### config.mk
export PLATFORM = sky130hd
export DESIGN_NAME = box_shared_face_overlap_core_flat
export DESIGN_NICKNAME = d
export VERILOG_FILES = /design/src/rtl/bsfo_pkg.sv /design/src/rtl/bsfo_box_if.sv /design/src/rtl/bsfo_rect_if.sv /design/src/rtl/bsfo_front.sv /design/src/rtl/bsfo_queue.sv /design/src/rtl/bsfo_back.sv /design/src/rtl/box_shared_face_overlap_core.sv /design/src/flat_wrapper.sv
export VERILOG_INCLUDE_DIRS = /design/src /design/src/rtl
export SDC_FILE = /design/constraint.sdc
export NUM_CORES = 1
export LEC_CHECK = 0
export ABC_CLOCK_PERIOD_IN_PS = 27500
export CAP_MARGIN = 20
export CORE_MARGIN = 2
export CORE_UTILIZATION = 45
export CTS_BUF_LIST = sky130_fd_sc_hd__clkbuf_2 sky130_fd_sc_hd__clkbuf_4 sky130_fd_sc_hd__clkbuf_8
export DETAILED_ROUTE_END_ITERATION = 8
export DONT_BUFFER_PORTS = 1
export PLACE_DENSITY_LB_ADDON = 0.1
export SETUP_SLACK_MARGIN = 0.02
export SLEW_MARGIN = 40
export SYNTH_ARGS = -nofsm -noshare
export SYNTH_HDL_FRONTEND = slang
export SYNTH_SLANG_ARGS = --single-unit
### constraint.sdc
create_clock -name clk -period 27.5 [get_ports clk]
set_input_delay 2.75 -clock clk [delete_from_list [all_inputs] [get_ports clk]]
set_output_delay 2.75 -clock clk [all_outputs]
set_load 0.01 [all_outputs]
### src/rtl/box_shared_face_overlap_core_macros.svh
// ----------------------------------------------------------------------------
// box_shared_face_overlap_core_macros
// assertion macros shared by the face overlap block; empty under SYNTH
// ----------------------------------------------------------------------------
`ifndef BOX_SHARED_FACE_OVERLAP_CORE_MACROS_SVH
`define BOX_SHARED_FACE_OVERLAP_CORE_MACROS_SVH

`ifndef SYNTH
// condition must hold in the same cycle
`define BSFO_ASSERT_SAME(label, ante, cons) \
	label: assert property (@(posedge clk) disable iff (!arst_n) (ante) |-> (cons)) \
		else $error("bsfo assertion failed");
// condition must hold in the following cycle
`define BSFO_ASSERT_NEXT(label, ante, cons) \
	label: assert property (@(posedge clk) disable iff (!arst_n) (ante) |=> (cons)) \
		else $error("bsfo assertion failed");
`else
`define BSFO_ASSERT_SAME(label, ante, cons)
`define BSFO_ASSERT_NEXT(label, ante, cons)
`endif

`endif

### src/rtl/bsfo_pkg.sv
// ----------------------------------------------------------------------------
// bsfo_pkg
// types, codes and helpers of the shared face overlap block
// ----------------------------------------------------------------------------
package bsfo_pkg;

	localparam int unsigned COORD_W          = 32;
	localparam int unsigned ID_W             = 16;
	localparam int unsigned FACE_W           = 3;
	localparam int unsigned FACE_COUNT       = 6;
	localparam int unsigned CFG_IDX_W        = 3;
	localparam int unsigned BSFO_QUEUE_DEPTH = 2;

	// configuration register indexes
	localparam logic [CFG_IDX_W-1:0] REG_OWN_MIN_X = 3'd0;
	localparam logic [CFG_IDX_W-1:0] REG_OWN_MIN_Y = 3'd1;
	localparam logic [CFG_IDX_W-1:0] REG_OWN_MIN_Z = 3'd2;
	localparam logic [CFG_IDX_W-1:0] REG_OWN_MAX_X = 3'd3;
	localparam logic [CFG_IDX_W-1:0] REG_OWN_MAX_Y = 3'd4;
	localparam logic [CFG_IDX_W-1:0] REG_OWN_MAX_Z = 3'd5;

	// face codes, also the bit positions of the hit mask
	localparam logic [FACE_W-1:0] FACE_TOP    = 3'd0;
	localparam logic [FACE_W-1:0] FACE_BOTTOM = 3'd1;
	localparam logic [FACE_W-1:0] FACE_LEFT   = 3'd2;
	localparam logic [FACE_W-1:0] FACE_RIGHT  = 3'd3;
	localparam logic [FACE_W-1:0] FACE_FRONT  = 3'd4;
	localparam logic [FACE_W-1:0] FACE_BACK   = 3'd5;

	// axis codes
	localparam logic [1:0] AXIS_X = 2'd0;
	localparam logic [1:0] AXIS_Y = 2'd1;
	localparam logic [1:0] AXIS_Z = 2'd2;

	typedef logic signed [COORD_W-1:0] coord_t;
	typedef logic [FACE_COUNT-1:0]     face_mask_t;

	typedef struct packed {
		coord_t min_x;
		coord_t min_y;
		coord_t min_z;
		coord_t max_x;
		coord_t max_y;
		coord_t max_z;
	} own_box_t;

	// one classified item: touching faces and clamped overlap per axis
	typedef struct packed {
		face_mask_t      mask;
		coord_t          lo_x;
		coord_t          lo_y;
		coord_t          lo_z;
		coord_t          hi_x;
		coord_t          hi_y;
		coord_t          hi_z;
		logic [ID_W-1:0] id;
	} q_entry_t;

	// head of the queue as seen by the back end
	typedef struct packed {
		logic     valid;
		q_entry_t entry;
	} q_head_t;

	// axis on which a face lies
	function automatic logic [1:0] face_axis(input logic [FACE_W-1:0] face);
		logic [1:0] ax;
		case (face)
			FACE_TOP, FACE_BOTTOM: ax = AXIS_Y;
			FACE_LEFT, FACE_RIGHT: ax = AXIS_X;
			default:               ax = AXIS_Z;
		endcase
		return ax;
	endfunction

endpackage

### src/rtl/bsfo_box_if.sv
// ----------------------------------------------------------------------------
// bsfo_box_if
// input channel: the other box, its id and the same-box flag
// ----------------------------------------------------------------------------
interface bsfo_box_if;
	logic               valid;
	logic               ready;
	logic signed [31:0] other_min_x;
	logic signed [31:0] other_min_y;
	logic signed [31:0] other_min_z;
	logic signed [31:0] other_max_x;
	logic signed [31:0] other_max_y;
	logic signed [31:0] other_max_z;
	logic [15:0]        other_id;
	logic               same_box;

	modport source (
		output valid, other_min_x, other_min_y, other_min_z,
		output other_max_x, other_max_y, other_max_z, other_id, same_box,
		input  ready
	);
	modport sink (
		input  valid, other_min_x, other_min_y, other_min_z,
		input  other_max_x, other_max_y, other_max_z, other_id, same_box,
		output ready
	);
endinterface

### src/rtl/bsfo_rect_if.sv
// ----------------------------------------------------------------------------
// bsfo_rect_if
// output channel: one shared rectangle per transfer
// ----------------------------------------------------------------------------
interface bsfo_rect_if;
	logic               valid;
	logic               ready;
	logic signed [31:0] rect_min_x;
	logic signed [31:0] rect_min_y;
	logic signed [31:0] rect_min_z;
	logic signed [31:0] rect_max_x;
	logic signed [31:0] rect_max_y;
	logic signed [31:0] rect_max_z;
	logic [2:0]         face_code;
	logic [15:0]        linked_id;
	logic               last_of_run;

	modport source (
		output valid, rect_min_x, rect_min_y, rect_min_z,
		output rect_max_x, rect_max_y, rect_max_z, face_code, linked_id, last_of_run,
		input  ready
	);
	modport sink (
		input  valid, rect_min_x, rect_min_y, rect_min_z,
		input  rect_max_x, rect_max_y, rect_max_z, face_code, linked_id, last_of_run,
		output ready
	);
endinterface

### src/rtl/bsfo_front.sv
// ----------------------------------------------------------------------------
// bsfo_front
// accepts boxes, finds touching faces and clamps the overlap per axis
// ----------------------------------------------------------------------------
module bsfo_front (
	bsfo_box_if.sink            box_in,
	input  bsfo_pkg::own_box_t  own,
	input  logic                q_full,
	output logic                q_push,
	output bsfo_pkg::q_entry_t  q_data
);
	import bsfo_pkg::*;

	face_mask_t mask;

	// a new box is taken whenever the queue has room
	assign box_in.ready = !q_full;

	// exact face contact tests
	always_comb begin
		mask              = '0;
		mask[FACE_TOP]    = (own.max_y == box_in.other_min_y);
		mask[FACE_BOTTOM] = (own.min_y == box_in.other_max_y);
		mask[FACE_LEFT]   = (own.max_x == box_in.other_min_x);
		mask[FACE_RIGHT]  = (own.min_x == box_in.other_max_x);
		mask[FACE_FRONT]  = (own.max_z == box_in.other_min_z);
		mask[FACE_BACK]   = (own.min_z == box_in.other_max_z);
	end

	// clamped overlap: larger minimum, smaller maximum
	always_comb begin
		q_data.mask = mask;
		q_data.lo_x = (box_in.other_min_x < own.min_x) ? own.min_x : box_in.other_min_x;
		q_data.lo_y = (box_in.other_min_y < own.min_y) ? own.min_y : box_in.other_min_y;
		q_data.lo_z = (box_in.other_min_z < own.min_z) ? own.min_z : box_in.other_min_z;
		q_data.hi_x = (own.max_x < box_in.other_max_x) ? own.max_x : box_in.other_max_x;
		q_data.hi_y = (own.max_y < box_in.other_max_y) ? own.max_y : box_in.other_max_y;
		q_data.hi_z = (own.max_z < box_in.other_max_z) ? own.max_z : box_in.other_max_z;
		q_data.id   = box_in.other_id;
	end

	// boxes with no touching face or flagged as the held box are dropped here
	assign q_push = box_in.valid && !q_full && !box_in.same_box && (mask != '0);

endmodule

### src/rtl/bsfo_queue.sv
// ----------------------------------------------------------------------------
// bsfo_queue
// short fifo of classified boxes between front and back
// ----------------------------------------------------------------------------
module bsfo_queue #(
	parameter int unsigned DEPTH = bsfo_pkg::BSFO_QUEUE_DEPTH
) (
	input  logic               clk,
	input  logic               arst_n,
	input  logic               push,
	input  bsfo_pkg::q_entry_t push_data,
	input  logic               pop,
	output logic               full,
	output bsfo_pkg::q_head_t  head
);
	import bsfo_pkg::*;

	localparam int unsigned PTR_W = (DEPTH > 1) ? $clog2(DEPTH) : 1;
	localparam int unsigned CNT_W = $clog2(DEPTH + 1);

	q_entry_t         mem_q [DEPTH];
	logic [PTR_W-1:0] wr_ptr_q;
	logic [PTR_W-1:0] rd_ptr_q;
	logic [CNT_W-1:0] count_q;

	function automatic logic [PTR_W-1:0] ptr_next(input logic [PTR_W-1:0] p);
		return (p == PTR_W'(DEPTH - 1)) ? '0 : p + 1'b1;
	endfunction

	assign full       = (count_q == CNT_W'(DEPTH));
	assign head.valid = (count_q != '0);
	assign head.entry = mem_q[rd_ptr_q];

	// entry storage
	always_ff @(posedge clk) begin
		if (push) begin
			mem_q[wr_ptr_q] <= push_data;
		end
	end

	// pointers and fill count
	always_ff @(posedge clk or negedge arst_n) begin
		if (!arst_n) begin
			wr_ptr_q <= '0;
			rd_ptr_q <= '0;
			count_q  <= '0;
		end else begin
			if (push) begin
				wr_ptr_q <= ptr_next(wr_ptr_q);
			end
			if (pop) begin
				rd_ptr_q <= ptr_next(rd_ptr_q);
			end
			case ({push, pop})
				2'b10:   count_q <= count_q + 1'b1;
				2'b01:   count_q <= count_q - 1'b1;
				default: count_q <= count_q;
			endcase
		end
	end

endmodule

### src/rtl/bsfo_back.sv
// ----------------------------------------------------------------------------
// bsfo_back
// walks the touching faces of the queue head, one rectangle per cycle unless rect_out stalls
// ----------------------------------------------------------------------------
`include "box_shared_face_overlap_core_macros.svh"

module bsfo_back (
	input  logic              clk,
	input  logic              arst_n,
	input  bsfo_pkg::own_box_t own,
	input  bsfo_pkg::q_head_t head,
	output logic              pop,
	bsfo_rect_if.source       rect_out
);
	import bsfo_pkg::*;

	face_mask_t        done_q;
	face_mask_t        rem;
	face_mask_t        pick_oh;
	face_mask_t        rest;
	logic [FACE_W-1:0] pick;
	logic              emit;
	logic [1:0]        ax;
	coord_t            coord;

	logic              out_valid_q;
	coord_t            min_x_q, min_y_q, min_z_q;
	coord_t            max_x_q, max_y_q, max_z_q;
	logic [FACE_W-1:0] face_q;
	logic [ID_W-1:0]   id_q;
	logic              last_q;

	// lowest pending face first
	assign rem = head.entry.mask & ~done_q;

	always_comb begin
		pick    = '0;
		pick_oh = '0;
		for (int f = FACE_COUNT - 1; f >= 0; f--) begin
			if (rem[f]) begin
				pick    = FACE_W'(f);
				pick_oh = face_mask_t'(1) << f;
			end
		end
	end

	assign rest = rem & ~pick_oh;
	assign emit = head.valid && (!out_valid_q || rect_out.ready);
	assign pop  = emit && (rest == '0);
	assign ax   = face_axis(pick);

	// held face coordinate
	always_comb begin
		case (pick)
			FACE_TOP:    coord = own.max_y;
			FACE_BOTTOM: coord = own.min_y;
			FACE_LEFT:   coord = own.max_x;
			FACE_RIGHT:  coord = own.min_x;
			FACE_FRONT:  coord = own.max_z;
			default:     coord = own.min_z;
		endcase
	end

	// faces already sent for the current head
	always_ff @(posedge clk or negedge arst_n) begin
		if (!arst_n) begin
			done_q <= '0;
		end else if (emit) begin
			done_q <= pop ? face_mask_t'(0) : (done_q | pick_oh);
		end
	end

	// output register valid
	always_ff @(posedge clk or negedge arst_n) begin
		if (!arst_n) begin
			out_valid_q <= 1'b0;
		end else if (emit) begin
			out_valid_q <= 1'b1;
		end else if (rect_out.ready) begin
			out_valid_q <= 1'b0;
		end
	end

	// output register payload
	always_ff @(posedge clk) begin
		if (emit) begin
			min_x_q <= (ax == AXIS_X) ? coord : head.entry.lo_x;
			max_x_q <= (ax == AXIS_X) ? coord : head.entry.hi_x;
			min_y_q <= (ax == AXIS_Y) ? coord : head.entry.lo_y;
			max_y_q <= (ax == AXIS_Y) ? coord : head.entry.hi_y;
			min_z_q <= (ax == AXIS_Z) ? coord : head.entry.lo_z;
			max_z_q <= (ax == AXIS_Z) ? coord : head.entry.hi_z;
			face_q  <= pick;
			id_q    <= head.entry.id;
			last_q  <= (rest == '0);
		end
	end

	assign rect_out.valid       = out_valid_q;
	assign rect_out.rect_min_x  = min_x_q;
	assign rect_out.rect_min_y  = min_y_q;
	assign rect_out.rect_min_z  = min_z_q;
	assign rect_out.rect_max_x  = max_x_q;
	assign rect_out.rect_max_y  = max_y_q;
	assign rect_out.rect_max_z  = max_z_q;
	assign rect_out.face_code   = face_q;
	assign rect_out.linked_id   = id_q;
	assign rect_out.last_of_run = last_q;

	// a queued box always has a face left to send
	`BSFO_ASSERT_SAME(a_head_has_face, head.valid, rem != '0)
	// a sent rectangle is shown in the next cycle
	`BSFO_ASSERT_NEXT(a_emit_shows, emit, rect_out.valid)
	// the rectangle that retires a box closes its run
	`BSFO_ASSERT_NEXT(a_pop_is_last, pop, rect_out.last_of_run)

endmodule

### src/rtl/box_shared_face_overlap_core.sv
// ----------------------------------------------------------------------------
// box_shared_face_overlap_core
// shared rectangles between the held box and a stream of other boxes
//
//   channel   dir  carries                         handshake
//   box_in    in   other box, other_id, same_box   valid / ready
//   rect_out  out  one rectangle, face, id, last   valid / ready
//   wr_*      in   held box register writes        wr_en, no wait
//
// a box is taken in any cycle in which the queue has a free slot
// the back end sends one rectangle per cycle unless rect_out stalls, one for each
// touching face of the head box (at most six); boxes without contact are never queued
// the first rectangle of a box passes through the queue and then the output register
// the queue lets the front keep taking boxes while rect_out is stalled
// reset clears the held box to zero and empties queue and output register
// ----------------------------------------------------------------------------
module box_shared_face_overlap_core #(
	parameter int unsigned QUEUE_DEPTH = bsfo_pkg::BSFO_QUEUE_DEPTH
) (
	input  logic                             clk,
	input  logic                             arst_n,
	input  logic                             wr_en,
	input  logic [bsfo_pkg::CFG_IDX_W-1:0]   wr_index,
	input  logic [bsfo_pkg::COORD_W-1:0]     wr_data,
	bsfo_box_if.sink                         box_in,
	bsfo_rect_if.source                      rect_out
);
	import bsfo_pkg::*;

	own_box_t own_q;
	logic     q_full;
	logic     q_push;
	q_entry_t q_data;
	logic     q_pop;
	q_head_t  q_head;

	// held box registers
	always_ff @(posedge clk or negedge arst_n) begin
		if (!arst_n) begin
			own_q <= '0;
		end else if (wr_en) begin
			case (wr_index)
				REG_OWN_MIN_X: own_q.min_x <= coord_t'(wr_data);
				REG_OWN_MIN_Y: own_q.min_y <= coord_t'(wr_data);
				REG_OWN_MIN_Z: own_q.min_z <= coord_t'(wr_data);
				REG_OWN_MAX_X: own_q.max_x <= coord_t'(wr_data);
				REG_OWN_MAX_Y: own_q.max_y <= coord_t'(wr_data);
				REG_OWN_MAX_Z: own_q.max_z <= coord_t'(wr_data);
				default: ;
			endcase
		end
	end

	// classify incoming boxes
	bsfo_front u_front (
		.box_in (box_in),
		.own    (own_q),
		.q_full (q_full),
		.q_push (q_push),
		.q_data (q_data)
	);

	// decoupling queue
	bsfo_queue #(
		.DEPTH (QUEUE_DEPTH)
	) u_queue (
		.clk       (clk),
		.arst_n    (arst_n),
		.push      (q_push),
		.push_data (q_data),
		.pop       (q_pop),
		.full      (q_full),
		.head      (q_head)
	);

	// emit rectangles
	bsfo_back u_back (
		.clk      (clk),
		.arst_n   (arst_n),
		.own      (own_q),
		.head     (q_head),
		.pop      (q_pop),
		.rect_out (rect_out)
	);

endmodule

### src/flat_wrapper.sv
// flat-port wrapper written by rule: the top's interface ports become plain ports
module box_shared_face_overlap_core_flat import bsfo_pkg::*;
#(
	parameter int unsigned QUEUE_DEPTH = bsfo_pkg::BSFO_QUEUE_DEPTH
)
  (clk, arst_n, wr_en, wr_index, wr_data, box_in_valid, box_in_other_min_x, box_in_other_min_y, box_in_other_min_z, box_in_other_max_x, box_in_other_max_y, box_in_other_max_z, box_in_other_id, box_in_same_box, box_in_ready, rect_out_valid, rect_out_rect_min_x, rect_out_rect_min_y, rect_out_rect_min_z, rect_out_rect_max_x, rect_out_rect_max_y, rect_out_rect_max_z, rect_out_face_code, rect_out_linked_id, rect_out_last_of_run, rect_out_ready);
  bsfo_box_if box_in_i ();
  bsfo_rect_if rect_out_i ();
  input  logic clk;
  input  logic arst_n;
  input  logic wr_en;
  input  logic [bsfo_pkg::CFG_IDX_W-1:0] wr_index;
  input  logic [bsfo_pkg::COORD_W-1:0] wr_data;
  input wire logic [$bits(box_in_i.valid)-1:0] box_in_valid;
  input wire logic [$bits(box_in_i.other_min_x)-1:0] box_in_other_min_x;
  input wire logic [$bits(box_in_i.other_min_y)-1:0] box_in_other_min_y;
  input wire logic [$bits(box_in_i.other_min_z)-1:0] box_in_other_min_z;
  input wire logic [$bits(box_in_i.other_max_x)-1:0] box_in_other_max_x;
  input wire logic [$bits(box_in_i.other_max_y)-1:0] box_in_other_max_y;
  input wire logic [$bits(box_in_i.other_max_z)-1:0] box_in_other_max_z;
  input wire logic [$bits(box_in_i.other_id)-1:0] box_in_other_id;
  input wire logic [$bits(box_in_i.same_box)-1:0] box_in_same_box;
  output wire logic [$bits(box_in_i.ready)-1:0] box_in_ready;
  output wire logic [$bits(rect_out_i.valid)-1:0] rect_out_valid;
  output wire logic [$bits(rect_out_i.rect_min_x)-1:0] rect_out_rect_min_x;
  output wire logic [$bits(rect_out_i.rect_min_y)-1:0] rect_out_rect_min_y;
  output wire logic [$bits(rect_out_i.rect_min_z)-1:0] rect_out_rect_min_z;
  output wire logic [$bits(rect_out_i.rect_max_x)-1:0] rect_out_rect_max_x;
  output wire logic [$bits(rect_out_i.rect_max_y)-1:0] rect_out_rect_max_y;
  output wire logic [$bits(rect_out_i.rect_max_z)-1:0] rect_out_rect_max_z;
  output wire logic [$bits(rect_out_i.face_code)-1:0] rect_out_face_code;
  output wire logic [$bits(rect_out_i.linked_id)-1:0] rect_out_linked_id;
  output wire logic [$bits(rect_out_i.last_of_run)-1:0] rect_out_last_of_run;
  input wire logic [$bits(rect_out_i.ready)-1:0] rect_out_ready;
  assign box_in_i.valid = box_in_valid;
  assign box_in_i.other_min_x = box_in_other_min_x;
  assign box_in_i.other_min_y = box_in_other_min_y;
  assign box_in_i.other_min_z = box_in_other_min_z;
  assign box_in_i.other_max_x = box_in_other_max_x;
  assign box_in_i.other_max_y = box_in_other_max_y;
  assign box_in_i.other_max_z = box_in_other_max_z;
  assign box_in_i.other_id = box_in_other_id;
  assign box_in_i.same_box = box_in_same_box;
  assign box_in_ready = box_in_i.ready;
  assign rect_out_valid = rect_out_i.valid;
  assign rect_out_rect_min_x = rect_out_i.rect_min_x;
  assign rect_out_rect_min_y = rect_out_i.rect_min_y;
  assign rect_out_rect_min_z = rect_out_i.rect_min_z;
  assign rect_out_rect_max_x = rect_out_i.rect_max_x;
  assign rect_out_rect_max_y = rect_out_i.rect_max_y;
  assign rect_out_rect_max_z = rect_out_i.rect_max_z;
  assign rect_out_face_code = rect_out_i.face_code;
  assign rect_out_linked_id = rect_out_i.linked_id;
  assign rect_out_last_of_run = rect_out_i.last_of_run;
  assign rect_out_i.ready = rect_out_ready;
  box_shared_face_overlap_core #(.QUEUE_DEPTH(QUEUE_DEPTH)) u_core (.clk(clk), .arst_n(arst_n), .wr_en(wr_en), .wr_index(wr_index), .wr_data(wr_data), .box_in(box_in_i), .rect_out(rect_out_i));
endmodule
==> flow_summary.json <==
{
  "status": "finished clean",
  "yosys_warnings": 0,
  "start_kind": "input pin",
  "clock_path_buffers": 3,
  "max_freq_mhz": 164,
  "die_w_um": 307,
  "cts_tree": "yes",
  "path_clk_slew_ps": 60,
  "worst_pin_slew_ps": 889,
  "maxSlewHeadroom_pct": 39.1,
  "crit_fanout": 45,
  "end_kind": "flop",
  "cp-startpoint": "box_in_other_max_z[29]",
  "postRouteAntennaNets": 0,
  "p_clk_share_pct": 34.3,
  "post_cts_buffers": 0,
  "setup_viol": 0,
  "finalClockSkew_ps": 38.3,
  "routedWlPerCell_um": 33.2,
  "fin_util_pct": 50.2,
  "coreArea_um2": 91200,
  "start_util_pct": 45.3,
  "setup_tns_ps": 0,
  "p_comb_share_pct": 19.5,
  "leakage_nw": 17.1,
  "synthDistinctLibCells": 78,
  "ys.flop_type": "edfxtp_1",
  "htree_levels": 4,
  "finalHoldViolations": 0,
  "timing.final.crit_period_ps": 6100,
  "num_rows": 111,
  "die_h_um": 307,
  "synthCells": 3088,
  "critPathRequiredTime_ps": 27950,
  "finalCritPeriodShare_pct": 22.2,
  "grt_max_degree": 204,
  "hold_ws_ps": 493,
  "swShare_pct": 29.8,
  "area_delta_synth_final_pct": 11.0,
  "hold_buffers": 0,
  "hp-class": "reg2reg",
  "p_per_area_nw_per_um2": 75.9,
  "rrSetupSlack_ps": 21900,
  "seq_power_share_pct": 46.2,
  "vdd_drop_max_v": 0.0000456,
  "synth_nets": 3524,
  "slew_viol_final": 0,
  "multi_input_area_um2": 15800,
  "grt_pass1_wl_um": 206000,
  "grt_setup_unrepaired": "false",
  "clockRootBuffer": "clkbuf_8",
  "nFillCells": 7926,
  "hp-start": "u_core.u_queue.count_q[1]",
  "vias": 26700,
  "firstDrtPassIters": 8,
  "overflow": 0,
  "ys_seq_elements": 843,
  "ys_seq_area_share_pct": 58.8,
  "p_switching_mw": 1.04,
  "vias_per_cell": 5.97,
  "regToRegStartpoint": "u_core.u_queue.rd_ptr_q",
  "synth_edf_count": 640,
  "gp_congestion": 1.00,
  "drt_wl_total_um": 149000,
  "antenna_found_initial": 11,
  "die-area_um2": 94200,
  "boundaryPins": 463,
  "synth_area_per_cell_um2": 13.4,
  "seqCellArea_um2": 24300,
  "power.internal_mw": 2.44,
  "first_global_vias": 26800,
  "first_iter_violations": 2510,
  "crit_type": "in2reg",
  "cp_data_arrival_time_ps": 6540,
  "synth.cell_area_um2": 41300,
  "drc_errors": 0,
  "clock_latency_ps": 840,
  "drive_above_1_share_pct": 19.5,
  "async_flop_share_pct": 24.1,
  "portBuffers": 0,
  "numCtsBuffers": 148,
  "cts_resized": 0,
  "cap_violations": 0,
  "dpl.hpwl_um": 109000,
  "final_nets": 3592,
  "track_usage_pct": 31.2,
  "numClockSinks": 843
}
==> path summary, 6_finish.rpt <==
path | endpoint | cells after the start
setup / recovery | u_core.u_queue.mem_q[1][179] | 9
hold / removal | u_core.u_queue.count_q[1] | 1
setup reg to reg | u_core.u_back.rect_out.rect_max_y[6] | 12
hold reg to reg | u_core.u_queue.count_q[1] | 1
max in group asynchronous | u_core.own_q[12] | 0
min in group asynchronous | u_core.u_queue.count_q[1] | 0
==> worst max-delay path: stages <==
cell and delay (ps):
xor2_1 210, nor4_1 610, nand4_1 190, nor2_1 450, nor4_1 210, a21o_1 320
nor2_4 480, buf_4 560, buf_4 650
==> per-layer routing <==
layer,vias to the layer above,part of all wire (%),GRT usage [%],routed length (um)
li1,11700,-,-,-
met1,13600,41,40.0,60900
met2,1168,46,48.9,68600
met3,243,8.4,9.28,12500
met4,2,4.4,14.4,6480
met5,-,0.011,0,17
==> metrics by stage <==
| stage | instance area, um^2 | cells | power [mW] | worst slack [ps] |
|---|---|---|---|---|
| 2_1_floorplan | 41300 | 3088 | 2.03 | 12650 |
| 3_3_place_gp | 42600 | 4186 | 2.29 | 20310 |
| 3_5_place_dp | 42700 | 4190 | 2.30 | 20690 |
| 4_1_cts | 45800 | 4463 | 3.49 | 21570 |
| 5_1_grt | 45800 | 4469 | 3.60 | 21370 |
| 6_report | 45800 | 4475 | 3.48 | 21400 |
==> placed cells by master, fill, tap and decap left out, types with 38 or more instances in the layout <==
cell type	count
xor2_1	194
nand2_1	149
inv_1	199
mux2i_1	184
nor4_1	55
a211oi_1	46
edfxtp_1	640
clkbuf_4	57
nor2_1	78
nand4_1	44
dfrtp_1	202
clkbuf_8	157
mux2_2	240
nand3_1	38
ha_1	187
o21ai_0	170
a21oi_1	179
mux2_4	61
==> registers in the layout, indices dropped and copies added (netlist names), 3 cells and up <==
| register | count |
|---|---|
| u_core.u_back.rect_out.rect_max_y | 32 |
| u_core.u_back.rect_out.rect_max_z | 32 |
| u_core.u_back.rect_out.linked_id | 16 |
| u_core.u_back.rect_out.rect_max_x | 32 |
| u_core.u_back.rect_out.rect_min_y | 32 |
| u_core.own_q | 192 |
| u_core.u_back.done_q | 6 |
| u_core.u_back.rect_out.face_code | 3 |
| u_core.u_back.rect_out.rect_min_x | 32 |
| u_core.u_queue.mem_q | 428 |
| u_core.u_back.rect_out.rect_min_z | 32 |
==> final cells by class <==
cell class	count	area share (%)
Clock inverter	59	0.991
Multi-Input combinational cell	1917	34.4
Tap cell	1186	3.24
Antenna cell	10	0.0546
Inverter	201	1.65
Timing Repair Buffer	45	0.988
Sequential cell	843	53.0
Clock buffer	214	5.65
==> cells by family after synthesis <==
group | count (synthesis) | share of synthesized area (%)
compound gates | 580 | 8.79
mux | 501 | 13.7
xor+xnor | 199 | 4.31
simple gates | 450 | 5.42
fa+ha+maj | 187 | 5.67
buf+inv | 328 | 3.28
flops | 843 | 58.8
==> cell usage after synthesis, drive strengths merged, types with 3 or more instances <==
cell type  count  area share (%)
nor2b         20            0.30
and4           5            0.11
a221oi        10            0.23
o21a          10            0.18
and2           7            0.11
mux2i        187             4.6
a222oi        13            0.32
a21boi        34            0.62
a21oi        182             2.2
nand3         41            0.51
dfrtp        203              12
nor3           8            0.11
a31oi          3            0.12
a221o          3           0.073
a311oi         3           0.079
a211oi        49            0.93
ha           187             5.7
or2            6           0.091
nand2b         6           0.091
nand4         44            0.67
o21bai         9            0.16
or4            3           0.055
o211a          5            0.12
xnor2          5            0.20
a2111oi        3           0.064
o22ai          5            0.11
mux2         314             9.1
o21ai        181             2.2
and3          11            0.17
buf           50            0.75
clkbuf        77            0.70
nor2          81            0.74
nand2        151             1.4
xor2         194             4.1
a22oi          3           0.055
edfxtp       640              47
o211ai         7            0.13
a211o         13            0.28
nor4          56            0.88
a21o          33            0.60
inv          200             1.8
==> power groups by stage <==
| stage | Clock, mW | Combinational, mW | Sequential [mW] |
|---|---|---|---|
| CTS | 1.21 | 0.674 | 1.60 |
| floorplan | 0 | 0.462 | 1.57 |
| global placement | 0 | 0.661 | 1.63 |
| detailed placement | 0 | 0.667 | 1.63 |
| finish | 1.19 | 0.680 | 1.61 |
| global route | 1.27 | 0.726 | 1.61 |
(Power assumes the default switching activity.)
